`config.mk`:
```
export PLATFORM = sky130hd
export DESIGN_NAME = append_store_membership_search
export DESIGN_NICKNAME = d
export VERILOG_FILES = /design/src/hdl/asms_pkg.sv /design/src/hdl/asms_ctrl.sv /design/src/hdl/asms_dp.sv /design/src/hdl/append_store_membership_search.sv
export VERILOG_INCLUDE_DIRS = /design/src /design/src/hdl
export SDC_FILE = /design/constraint.sdc
export NUM_CORES = 2
export LEC_CHECK = 0
export ABC_AREA = 0
export ABC_CLOCK_PERIOD_IN_PS = 5400
export BUFFER_PORTS_ARGS = -buffer_cell sky130_fd_sc_hd__buf_2
export CORE_AREA = 2 2 605 607
export DETAILED_ROUTE_END_ITERATION = 16
export DIE_AREA = 0 0 607 609
export SLEW_MARGIN = 20
export SYNTH_ARGS = -nofsm -noshare
export SYNTH_HDL_FRONTEND = slang
export SYNTH_SLANG_ARGS = --single-unit
export TNS_END_PERCENT = 50
```
`constraint.sdc`:
```
create_clock -name clk -period 5.4 [get_ports clk]
set_input_delay 0.81 -clock clk [delete_from_list [all_inputs] [get_ports clk]]
set_output_delay 0.81 -clock clk [all_outputs]
set_load 0.03 [all_outputs]
```
`src/hdl/assert_macros.svh`:
```
// assertion helpers shared by the rtl
`ifndef ASSERT_MACROS_SVH
`define ASSERT_MACROS_SVH

`ifndef SYNTHESIS

// clocked check, held off while reset is asserted
`define ASMS_ASSERT(lbl, clk, rstn, prop, msg) \
    lbl: assert property (@(posedge clk) disable iff (!rstn) prop) else $error(msg);

// clocked check that also holds during reset
`define ASMS_ASSERT_ALWAYS(lbl, clk, prop, msg) \
    lbl: assert property (@(posedge clk) prop) else $error(msg);

`else

`define ASMS_ASSERT(lbl, clk, rstn, prop, msg)
`define ASMS_ASSERT_ALWAYS(lbl, clk, prop, msg)

`endif

`endif

```
`src/hdl/asms_pkg.sv`:
```
package asms_pkg;

    localparam int DEPTH          = 64;
    localparam int MAX_ITEM_BYTES = 8;
    localparam int ADDR_W         = $clog2(DEPTH);
    localparam int CNT_W          = $clog2(DEPTH + 1);
    localparam int ITEM_W         = 64;
    localparam int IB_W           = 4;
    localparam int CAP_W          = 7;

    localparam logic OP_PUT    = 1'b0;
    localparam logic OP_LOOKUP = 1'b1;

    localparam int REG_ITEM_BYTES = 0;
    localparam int REG_CAPACITY   = 1;

    typedef struct packed {
        logic              operation;
        logic [ITEM_W-1:0] item_value;
    } req_t;

    typedef struct packed {
        logic             accepted;
        logic             found;
        logic             is_full;
        logic [CNT_W-1:0] fill_count;
    } rsp_t;

    // controller to datapath
    typedef struct packed {
        logic accept;
        logic scan;
        logic load_out;
    } ctrl_cmd_t;

    // datapath to controller
    typedef struct packed {
        logic fill_zero;
        logic scan_done;
        logic out_free;
    } dp_sts_t;

    function automatic logic [ITEM_W-1:0] byte_mask(input logic [IB_W-1:0] item_bytes);
        logic [ITEM_W-1:0] m;
        m = '0;
        for (int b = 0; b < MAX_ITEM_BYTES; b++)
        begin
            if (IB_W'(b) < item_bytes)
            begin
                m[b*8 +: 8] = 8'hff;
            end
        end
        return m;
    endfunction

    function automatic logic [CNT_W-1:0] eff_capacity(input logic [CAP_W-1:0] capacity);
        logic [CNT_W-1:0] c;
        if (CNT_W'(capacity) > CNT_W'(DEPTH))
        begin
            c = CNT_W'(DEPTH);
        end
        else
        begin
            c = CNT_W'(capacity);
        end
        return c;
    endfunction

endpackage

```
`src/hdl/asms_ctrl.sv`:
```
`include "assert_macros.svh"

module asms_ctrl (
    input  logic                clk,
    input  logic                rst_n,
    input  logic                req_valid,
    input  logic                req_op,
    input  asms_pkg::dp_sts_t   sts,
    output asms_pkg::ctrl_cmd_t cmd,
    output logic                req_stall
);

    typedef enum logic [2:0] {
        ST_IDLE   = 3'b001,
        ST_SCAN   = 3'b010,
        ST_FINISH = 3'b100
    } state_t;

    state_t state_reg;
    state_t state_next;

    always_comb
    begin
        state_next   = state_reg;
        cmd          = '0;
        req_stall    = 1'b1;
        unique case (state_reg)
            ST_IDLE:
            begin
                req_stall = 1'b0;
                if (req_valid)
                begin
                    cmd.accept = 1'b1;
                    if (req_op == asms_pkg::OP_LOOKUP && !sts.fill_zero)
                    begin
                        state_next = ST_SCAN;
                    end
                    else
                    begin
                        state_next = ST_FINISH;
                    end
                end
            end
            ST_SCAN:
            begin
                cmd.scan = 1'b1;
                if (sts.scan_done)
                begin
                    state_next = ST_FINISH;
                end
            end
            ST_FINISH:
            begin
                if (sts.out_free)
                begin
                    cmd.load_out = 1'b1;
                    state_next   = ST_IDLE;
                end
            end
            default:
            begin
                state_next = ST_IDLE;
            end
        endcase
    end

    always_ff @(posedge clk or negedge rst_n)
    begin
        if (!rst_n)
        begin
            state_reg <= ST_IDLE;
        end
        else
        begin
            state_reg <= state_next;
        end
    end

    `ASMS_ASSERT(a_load_returns_idle, clk, rst_n, cmd.load_out |=> state_reg == ST_IDLE, "result load did not return to idle")
    `ASMS_ASSERT(a_scan_done_finish, clk, rst_n, (state_reg == ST_SCAN && sts.scan_done) |=> state_reg == ST_FINISH, "finished scan did not move to finish")
    `ASMS_ASSERT(a_finish_holds, clk, rst_n, (state_reg == ST_FINISH && !sts.out_free) |=> state_reg == ST_FINISH, "pending result dropped while output busy")

endmodule

```
`src/hdl/asms_dp.sv`:
```
`include "assert_macros.svh"

module asms_dp (
    input  logic                                 clk,
    input  logic                                 rst_n,
    input  asms_pkg::ctrl_cmd_t                  cmd,
    output asms_pkg::dp_sts_t                    sts,
    input  asms_pkg::req_t                       req,
    input  logic [asms_pkg::IB_W-1:0]            item_bytes,
    input  logic [asms_pkg::CAP_W-1:0]           capacity,
    output logic                                 rsp_valid,
    input  logic                                 rsp_stall,
    output asms_pkg::rsp_t                       rsp
);

    logic [asms_pkg::ITEM_W-1:0] mem [asms_pkg::DEPTH];

    logic [asms_pkg::ITEM_W-1:0] mask;
    logic [asms_pkg::CNT_W-1:0]  cap_eff;
    logic [asms_pkg::ITEM_W-1:0] masked_slot;
    logic                        wr_en;
    logic                        issue_en;
    logic                        hit;

    logic [asms_pkg::CNT_W-1:0]  fill_reg;
    logic [asms_pkg::CNT_W-1:0]  issue_reg;
    logic [asms_pkg::ITEM_W-1:0] item_reg;
    logic [asms_pkg::ITEM_W-1:0] rd_data_reg;
    logic                        rd_vld_reg;
    logic                        rd_last_reg;
    logic                        res_accepted_reg;
    logic                        res_found_reg;
    logic                        out_valid_reg;
    asms_pkg::rsp_t              out_reg;

    assign mask    = asms_pkg::byte_mask(item_bytes);
    assign cap_eff = asms_pkg::eff_capacity(capacity);

    // a put lands at the next free slot unless full
    assign wr_en = cmd.accept && req.operation == asms_pkg::OP_PUT && fill_reg < cap_eff;

    assign issue_en    = cmd.scan && issue_reg < fill_reg;
    assign masked_slot = rd_data_reg & mask;
    assign hit         = rd_vld_reg && masked_slot != '0 && masked_slot == item_reg;

    assign sts.fill_zero = fill_reg == '0;
    assign sts.scan_done = rd_vld_reg && (hit || rd_last_reg);
    assign sts.out_free  = !out_valid_reg || !rsp_stall;

    always_ff @(posedge clk)
    begin
        if (wr_en)
        begin
            mem[fill_reg[asms_pkg::ADDR_W-1:0]] <= req.item_value & mask;
        end
        rd_data_reg <= mem[issue_reg[asms_pkg::ADDR_W-1:0]];
    end

    always_ff @(posedge clk)
    begin
        if (cmd.accept)
        begin
            item_reg <= req.item_value & mask;
        end
    end

    always_ff @(posedge clk or negedge rst_n)
    begin
        if (!rst_n)
        begin
            fill_reg         <= '0;
            issue_reg        <= '0;
            rd_vld_reg       <= 1'b0;
            rd_last_reg      <= 1'b0;
            res_accepted_reg <= 1'b0;
            res_found_reg    <= 1'b0;
            out_valid_reg    <= 1'b0;
            out_reg          <= '0;
        end
        else
        begin
            rd_vld_reg  <= issue_en;
            rd_last_reg <= issue_reg == fill_reg - asms_pkg::CNT_W'(1);
            if (wr_en)
            begin
                fill_reg <= fill_reg + asms_pkg::CNT_W'(1);
            end
            if (cmd.accept)
            begin
                issue_reg        <= '0;
                res_accepted_reg <= wr_en;
                res_found_reg    <= 1'b0;
            end
            else if (issue_en)
            begin
                issue_reg <= issue_reg + asms_pkg::CNT_W'(1);
            end
            if (cmd.scan && hit)
            begin
                res_found_reg <= 1'b1;
            end
            if (cmd.load_out)
            begin
                out_valid_reg      <= 1'b1;
                out_reg.accepted   <= res_accepted_reg;
                out_reg.found      <= res_found_reg;
                out_reg.is_full    <= fill_reg >= cap_eff;
                out_reg.fill_count <= fill_reg;
            end
            else if (!rsp_stall)
            begin
                out_valid_reg <= 1'b0;
            end
        end
    end

    assign rsp_valid = out_valid_reg;
    assign rsp       = out_reg;

    `ASMS_ASSERT_ALWAYS(a_fill_bounded, clk, fill_reg <= asms_pkg::CNT_W'(asms_pkg::DEPTH), "fill count beyond depth")
    `ASMS_ASSERT(a_load_sets_valid, clk, rst_n, cmd.load_out |=> out_valid_reg, "result load did not raise valid")
    `ASMS_ASSERT(a_hit_sets_found, clk, rst_n, (cmd.scan && hit) |=> res_found_reg, "match not recorded")
    `ASMS_ASSERT(a_put_grows_fill, clk, rst_n, wr_en |=> fill_reg == $past(fill_reg) + asms_pkg::CNT_W'(1), "stored put did not advance fill count")

endmodule

```
`src/hdl/append_store_membership_search.sv`:
```
// append-only store of up to 64 items of 64 bits with a linear membership search.
// each request transaction carries an operation (0 put, 1 lookup) and an item; each
// produces exactly one response transaction with accepted, found, is_full and the
// fill count after the item. a put goes straight from acceptance to the result
// hand-off; a lookup on a non-empty store first runs a scan that reads one slot per
// cycle from the slot memory, which has separate read and write ports and a
// registered read, and stops early at the first match. the response sits in
// its own output register, so the next request is taken while it waits. only the
// low item_bytes bytes are stored and compared; slots that are zero in those bytes
// never match. capacity above 64 acts as 64. reset empties the store; no clearing
// pass is needed since only filled slots are read. registers: item_bytes at byte
// address 0, capacity at byte address 4; write only while the block is idle.
module append_store_membership_search (
    input  logic                 clk,
    input  logic                 rst_n,
    // request channel
    input  logic                 req_valid,
    output logic                 req_stall,
    input  asms_pkg::req_t       req,
    // response channel
    output logic                 rsp_valid,
    input  logic                 rsp_stall,
    output asms_pkg::rsp_t       rsp,
    // configuration port
    input  logic                 psel,
    input  logic                 penable,
    input  logic                 pwrite,
    input  logic [2:0]           paddr,
    input  logic [31:0]          pwdata,
    output logic [31:0]          prdata,
    output logic                 pready
);

    localparam logic [2:0] ADDR_ITEM_BYTES = 3'(asms_pkg::REG_ITEM_BYTES * 4);
    localparam logic [2:0] ADDR_CAPACITY   = 3'(asms_pkg::REG_CAPACITY * 4);

    logic [asms_pkg::IB_W-1:0]  item_bytes_reg;
    logic [asms_pkg::CAP_W-1:0] capacity_reg;
    logic                       cfg_wr;

    asms_pkg::ctrl_cmd_t cmd;
    asms_pkg::dp_sts_t   sts;

    // register file, written on the access phase
    assign pready = 1'b1;
    assign cfg_wr = psel && penable && pwrite;

    always_ff @(posedge clk or negedge rst_n)
    begin
        if (!rst_n)
        begin
            item_bytes_reg <= asms_pkg::IB_W'(8);
            capacity_reg   <= asms_pkg::CAP_W'(64);
        end
        else if (cfg_wr)
        begin
            unique case (paddr)
                ADDR_ITEM_BYTES: item_bytes_reg <= pwdata[asms_pkg::IB_W-1:0];
                ADDR_CAPACITY:   capacity_reg   <= pwdata[asms_pkg::CAP_W-1:0];
                default:         ;
            endcase
        end
    end

    // read back, unmapped addresses return zero
    always_comb
    begin
        prdata = '0;
        unique case (paddr)
            ADDR_ITEM_BYTES: prdata = 32'(item_bytes_reg);
            ADDR_CAPACITY:   prdata = 32'(capacity_reg);
            default:         prdata = '0;
        endcase
    end

    // sequencing: idle, slot scan, result hand-off
    asms_ctrl u_ctrl (
        .clk       (clk),
        .rst_n     (rst_n),
        .req_valid (req_valid),
        .req_op    (req.operation),
        .sts       (sts),
        .cmd       (cmd),
        .req_stall (req_stall)
    );

    // slot memory, fill count, comparator and response register
    asms_dp u_dp (
        .clk        (clk),
        .rst_n      (rst_n),
        .cmd        (cmd),
        .sts        (sts),
        .req        (req),
        .item_bytes (item_bytes_reg),
        .capacity   (capacity_reg),
        .rsp_valid  (rsp_valid),
        .rsp_stall  (rsp_stall),
        .rsp        (rsp)
    );

endmodule
```
* After elaboration in Yosys (flattened, before gate mapping) *
Memories as Yosys holds them, arrays and structs flattened. A register that Yosys moved wholly into a read port is not among the register bits.
Index checks and enable logic that the tools add are counted.

storage, ports and cells
  flip-flop bits (word level) = 107
  memory bits (writable) = 4096
  input port bits = 107
  output and inout port bits = 45
  word-level logic and storage cells = 96
  memories = 1

operators by class
  add/sub/neg operators = 3
  magnitude comparators = 12
  eq/ne operators = 10
  mux-type cells = 29
  bitwise operators = 3
  reductions and logical operators = 23

memories
  memory    depth  bits a word  rd ports  clocked after Yosys merged registers in  wr ports  line           RTL
  u_dp.mem  64     64           1         1                                        1         asms_dp.sv:16  logic [asms_pkg::ITEM_W-1:0] mem [asms_pkg::DEPTH];

operators by type and width
  kind                                                       count
  bitwise AND 64 bit                                         2
  equality test 64 bit                                       1
  2-to-1 mux 8 bit                                           8
  nonzero test 64 bit                                        1
  2-to-1 mux 7 bit                                           3
  less-than comparator 3 x 4 -> 1 bit, first input constant  4
  adder 7 x 1 -> 7 bit, second input constant                2
  less-than comparator 7 bit                                 2
  one-hot mux 7 bit (2 select lines)                         1
  2-to-1 mux 1 bit                                           12
  2-to-1 mux 3 bit                                           4
  logical AND 1 bit                                          10
  one-hot mux 3 bit (3 select lines)                         1
  less-than comparator 1 x 4 -> 1 bit, first input constant  2
  less-than comparator 2 x 4 -> 1 bit, first input constant  2
  equality test 7 bit                                        1
  >= comparator 7 bit                                        1
  greater-than comparator 7 bit, second input constant       1
  zero test 7 bit                                            1
  subtractor 7 x 1 -> 7 bit, second input constant           1
  equality test 3 bit, second input constant                 2
  inequality test 2 bit, second input constant               3
  AND reduction 2 bit                                        2
  nonzero test 2 bit                                         2
  other kinds (8)                                            11

* Logic depth before layout (Yosys ltp) *
  depth in word-level cells = 10
  depth in mapped cells = 14
  depth with buffers taken out = 11

* Hierarchy *
A second synthesis with hierarchy kept.

second synthesis, totals
  cells, all modules = 6528
  area total of the unflattened synthesis = 162741.1 um^2

by module, submodules not included
  module                          times used  cells an instance  area each (um^2)  sequential area each (um^2)
  asms_dp                         1           6443               161757.6          126926.7
  append_store_membership_search  1           69                 799.5             277.8
  asms_ctrl                       1           16                 183.9             76.3

* Least setup slack after synthesis *
No wires, ideal clock.

  path type = register -> register
  from = register capacity_reg[6] in the netlist's numbering
  to = memory u_dp.mem[20][0] in the netlist's numbering (enable)
  library setup time = 0.487 ns
  arrival time = 5.015 ns
  required time = 4.913 ns
  slack = -0.101 ns
  cell stages (with the launch flop) = 11
  buffers on the path = 0
  clock period less this slack = 5.501 ns
  cell sequence = dfstp_2 > inv_1 > nand2_1 > ha_1 > a21o_1 > a21oi_1 > nor2b_1 > nor4b_2 > and2_1 > nand3_1 > nor2_1

between the ends
  cells in the longest elaborated chain, start to end = 6

RTL lines
  what                                      line                                  RTL
  start, declared                           append_store_membership_search.sv:38  logic [asms_pkg::CAP_W-1:0] capacity_reg;
  start signal, assigned                    append_store_membership_search.sv:53  capacity_reg <= asms_pkg::CAP_W'(64);
  start signal, assigned                    append_store_membership_search.sv:59  ADDR_CAPACITY: capacity_reg <= pwdata[asms_pkg::CAP_W-1:0];
  greater-than comparator 7 bit             asms_pkg.sv:58                        if (CNT_W'(capacity) > CNT_W'(DEPTH))
  2-to-1 mux 7 bit *                        asms_pkg.sv:58
  less-than comparator 7 bit *              asms_dp.sv:40                         assign wr_en = cmd.accept && req.operation == asms_pkg::OP_PUT && fill_reg < cap_eff;
  logical AND 1 bit *                       asms_dp.sv:40
  2-to-1 mux 1 bit *                        asms_dp.sv:52                         if (wr_en)
  2-to-1 mux 1 bit (not written as such) *  asms_dp.sv:54                         mem[fill_reg[asms_pkg::ADDR_W-1:0]] <= req.item_value & mask;
  end, declared                             asms_dp.sv:16

Every way passes the cells marked *; elsewhere a longest branch is shown, timed or not.

* Worst setup path in the final report *
  from = register capacity_reg[6] in the netlist's numbering
  to = memory u_dp.mem[12][22] in the netlist's numbering (enable)

Same word-level chain as after synthesis.

==> flow_metrics.py <==
metrics = {
    "global_route": {
        "grt_pass1_wl_um": 609000,
        "largest_net_degree_at_the_start_of_global_routing": 96,
        "via_count_of_the_first_global_routing_pass": 76700,
        "groute.usage.overall_pct": 23.7,
        "grt_antenna_before_repair": 16,
        "overall_overflow_remaining_after_global_route": 0,
    },
    "synth": {
        "post_synth_xor_area_fraction_pct": 0.253,
        "synth.yosys.warnings": 0,
        "synth_compound_gate_area_share_pct": 0.560,
        "syn-cell-area_sq_um": 163000,
        "synth.mux.area_fraction_pct": 18.7,
        "prevailing_post_synth_register_cell": "sky130_fd_sc_hd__edfxtp_1",
        "synth-seq-cells": 4267,
        "synth_top_family_by_area": "multiplexers",
        "avgSynthCellArea_sq_um": 24.8,
        "distinct_cells_synth": 64,
        "ys_seq_area_share_pct": 78.2,
        "netlist_instances": 6556,
        "edff_count_synth": 4160,
        "synthAdderAreaFrac_pct": 0.163,
        "synthSimpleGateAreaFrac_pct": 1.09,
        "synthArstFlopShare_pct": 1.01,
    },
    "timing": {
        "fin_hold_ws_ps": 77.4,
        "tightest_pin_transition_ps": 1190,
        "timing_max_transition_violations_final": 0,
        "rsz0062_at_grt": "no",
        "slew-limit-headroom_pct": 20.1,
        "fin_setup_tns_ps": 0,
        "number_of_setup_violations_in_the_final_report": 0,
        "max_clock_freq_mhz": 222,
        "timing_hold_violations_final": 0,
        "finalCritPeriodShare_pct": 83.4,
        "final_period_minus_worst_setup_slack_ps": 4500,
        "skew_ps": 68.7,
    },
    "routing": {
        "first_iter_violations": 9271,
        "via_count": 75700,
        "wl_per_cell_um": 35.9,
        "drt.antenna.violating_nets": 0,
        "route.detailed.vias_per_inst": 6.20,
        "wl_um": 439000,
        "drt_first_pass_iters": 6,
        "remaining_drc_errors": 0,
    },
    "clock_network": {
        "cts-htree-levels": 5,
        "tritoncts": "yes",
        "cts.root.buffer_cell": "sky130_fd_sc_hd__clkbuf_16",
        "max_root_sink_buffers": 4,
        "clock_sink_count": 4267,
        "clk_pin_slew_ps": 60,
        "cts_setup_buffers": 0,
        "cts_inserted_buffers": 427,
        "clkLatencyLatePin_ps": 980,
    },
    "placed_design": {
        "placement.cell_area_sq_um": 172000,
        "globalplace.congestion": 0.872,
        "hpwlAfterDp_um": 237000,
        "cell_count_after_placement": 11400,
        "port_buffers": 100,
    },
    "finish": {
        "syn_to_final_growth_pct": 14.0,
        "nNetsFinal": 7152,
        "layout-drive-gt1-share_pct": 33.5,
        "stdcell_count": 12200,
        "final_cell_area_sq_um": 186000,
        "largest_register_ff_count": 4096,
    },
    "floorplan": {
        "core_sq_um": 364000,
        "row_count": 222,
        "die_w_um": 607,
        "num_io_pins": 152,
        "initial_utilization_pct": 44.7,
        "fp.dieH_um": 609,
        "die_area_sq_um": 370000,
    },
    "pwr": {
        "power_per_standard_cell_area_nw_per_um2": 444,
        "ir_drop_mv": 0.286,
        "fin_total_pwr_mw": 82.3,
        "total_leakage_power_nw": 56.3,
    },
    "worst_setup_path": {
        "cp_data_required_time_ps": 5990,
        "criticalPathCategory": "flip-flop to flip-flop",
        "timing.critical_path.from": "capacity_reg[6]",
        "ff2ff_setup_slack_ps": 900,
        "crit_arrival_ps": 5090,
        "path_max_fanout": 26,
        "worst_r2r_endpoint": "u_dp.mem[12][22]",
        "destination_of_the_critical_timing_path": "u_dp.mem[12][22]",
        "critPathLaunchType": "flip-flop",
        "critPathCaptureType": "flip-flop",
        "worstRegToRegCells": 12,
        "reg2reg_from": "capacity_reg[6]",
    },
    "run_status": {
        "outcome": "completed",
    },
    "job": {
        "drv.max_cap_violation_count": 0,
    },
    "hold_path": {
        "min-delay-path-class": "input pin to flip-flop",
    },
}
cell usage in the layout, fill, tap and decap left out, types with 11 or more instances in the layout:
cell type,netlist,final
sky130_fd_sc_hd__nand3_1,18,18
sky130_fd_sc_hd__nor2_4,0,64
sky130_fd_sc_hd__a31oi_1,19,19
sky130_fd_sc_hd__buf_4,26,155
sky130_fd_sc_hd__buf_12,0,114
sky130_fd_sc_hd__diode_2,0,12
sky130_fd_sc_hd__dfrtp_1,40,34
sky130_fd_sc_hd__xnor2_1,36,36
sky130_fd_sc_hd__clkbuf_8,0,14
sky130_fd_sc_hd__clkinvlp_4,0,15
sky130_fd_sc_hd__conb_1,2,26
sky130_fd_sc_hd__clkbuf_1,192,107
sky130_fd_sc_hd__clkinv_1,3,75
sky130_fd_sc_hd__dfxtp_1,64,64
sky130_fd_sc_hd__ha_1,18,18
sky130_fd_sc_hd__and2_4,0,36
sky130_fd_sc_hd__nor4bb_1,16,16
sky130_fd_sc_hd__and2_2,0,20
sky130_fd_sc_hd__o21ai_0,29,29
sky130_fd_sc_hd__nor2_1,120,55
sky130_fd_sc_hd__o32ai_1,14,14
sky130_fd_sc_hd__clkinv_2,0,84
sky130_fd_sc_hd__mux4_2,1344,1344
sky130_fd_sc_hd__mux2_2,12,12
sky130_fd_sc_hd__nand4_1,11,11
sky130_fd_sc_hd__nand2_1,50,50
sky130_fd_sc_hd__inv_1,23,23
sky130_fd_sc_hd__bufinv_16,0,33
sky130_fd_sc_hd__xor2_1,11,11
sky130_fd_sc_hd__a21oi_1,12,12
sky130_fd_sc_hd__buf_2,106,100
sky130_fd_sc_hd__nor3_1,15,15
sky130_fd_sc_hd__clkbuf_16,0,432
sky130_fd_sc_hd__o22ai_1,13,13
sky130_fd_sc_hd__edfxtp_1,4160,4160
cells in the mapped netlist (7+ instances only):
master / count / area share, %
sky130_fd_sc_hd__xnor2_1: 36 / 0.19
sky130_fd_sc_hd__o22ai_1: 13 / 0.050
sky130_fd_sc_hd__dfrtp_1: 40 / 0.61
sky130_fd_sc_hd__inv_1: 23 / 0.053
sky130_fd_sc_hd__mux2_2: 12 / 0.083
sky130_fd_sc_hd__clkbuf_1: 192 / 0.44
sky130_fd_sc_hd__xor2_1: 11 / 0.059
sky130_fd_sc_hd__nor4bb_1: 16 / 0.098
sky130_fd_sc_hd__buf_1: 23 / 0.053
sky130_fd_sc_hd__edfxtp_1: 4160 / 77
sky130_fd_sc_hd__ha_1: 18 / 0.14
sky130_fd_sc_hd__nand2_1: 50 / 0.12
sky130_fd_sc_hd__a21oi_1: 12 / 0.037
sky130_fd_sc_hd__mux4_2: 1344 / 19
sky130_fd_sc_hd__nand4_1: 11 / 0.042
sky130_fd_sc_hd__o21ai_0: 29 / 0.089
sky130_fd_sc_hd__buf_4: 26 / 0.12
sky130_fd_sc_hd__nor3_1: 15 / 0.046
sky130_fd_sc_hd__nor2_1: 120 / 0.28
sky130_fd_sc_hd__nor4_1: 9 / 0.035
sky130_fd_sc_hd__and2_1: 59 / 0.23
sky130_fd_sc_hd__nand2b_1: 7 / 0.027
sky130_fd_sc_hd__buf_2: 106 / 0.33
sky130_fd_sc_hd__a31oi_1: 19 / 0.073
sky130_fd_sc_hd__dfxtp_1: 64 / 0.79
sky130_fd_sc_hd__nand3_1: 18 / 0.055
sky130_fd_sc_hd__o32ai_1: 14 / 0.075
sky130_fd_sc_hd__nor2b_1: 15 / 0.058
layout make-up:
| class | count | area, sq um |
|---|---|---|
| sequential | 4267 | 127000 |
| tap | 4816 | 6030 |
| antenna | 12 | 30.0 |
| inverter | 26 | 100 |
| clock buffer | 553 | 11400 |
| multi-input combinational | 1934 | 34600 |
| clock inverter | 228 | 2150 |
| timing repair buffer | 371 | 3980 |
| fill | 27900 | 178000 |
power breakdown:
part           total, mW  internal (mW)  switching (mW)
clock               28.9           16.5            12.5
sequential          38.7           38.0           0.790
combinational       14.6           6.92            7.71
through the flow:
stage               worst slack [ps]  utilization, %
floorplan                       -101               -
global placement                 804            47.2
detailed placement               940            47.2
CTS                              897            51.0
global route                     838            51.0
finish                           898            51.0
critical path, stage by stage (launching register included):
cell                      delay [ps]
sky130_fd_sc_hd__dfstp_2         380
sky130_fd_sc_hd__inv_1           320
sky130_fd_sc_hd__nand2_1         150
sky130_fd_sc_hd__ha_1            330
sky130_fd_sc_hd__a21o_1          200
sky130_fd_sc_hd__a21oi_1         180
sky130_fd_sc_hd__nor2b_1         100
sky130_fd_sc_hd__nor4b_2         250
sky130_fd_sc_hd__buf_4           210
sky130_fd_sc_hd__and2_1          210
sky130_fd_sc_hd__nand3_1         740
sky130_fd_sc_hd__nor2_4          380
sky130_fd_sc_hd__buf_4           590
how the worst min path moves through the flow:
stage / start / to / slack, ps / cells past startpoint
2_1_floorplan: u_dp.res_accepted_reg / u_dp.res_accepted_reg / 450 / 1
3_3_place_gp: u_dp.rsp[0] / u_dp.rsp[0] / 490 / 2
3_5_place_dp: u_dp.rsp[0] / u_dp.rsp[0] / 480 / 2
4_1_cts: pwdata[4] / capacity_reg[4] / 20 / 2
5_1_grt: pwdata[4] / capacity_reg[4] / 40 / 2
6_report: pwdata[4] / capacity_reg[4] / 80 / 2
metal layers:
metal | routed length [um] | part of all wire, % | global-route usage (%)
met1 | 170000 | 39 | 32.3
met2 | 217000 | 49 | 38.8
met3 | 32600 | 7.4 | 3.67
met4 | 19500 | 4.4 | 9.10
met5 | 18 | 0.0041 | 0
cell families (layout without fill, tap and decap cells):
family	count (synthesis)	after routing
compound gates	134	134
xor+xnor	47	47
fa+ha+maj	22	22
buf+inv	379	1178
flops	4267	4267
mux	1361	1361
other cells	2	38
simple gates	344	344
what timing repair did:
item,in CTS,in global routing
setup endpoints to repair,0,0
resized for setup,0,0
endpoints found under the hold margin,40,0
hold buffers,1,0
Note: power is estimated with default switching activity, not from simulation.
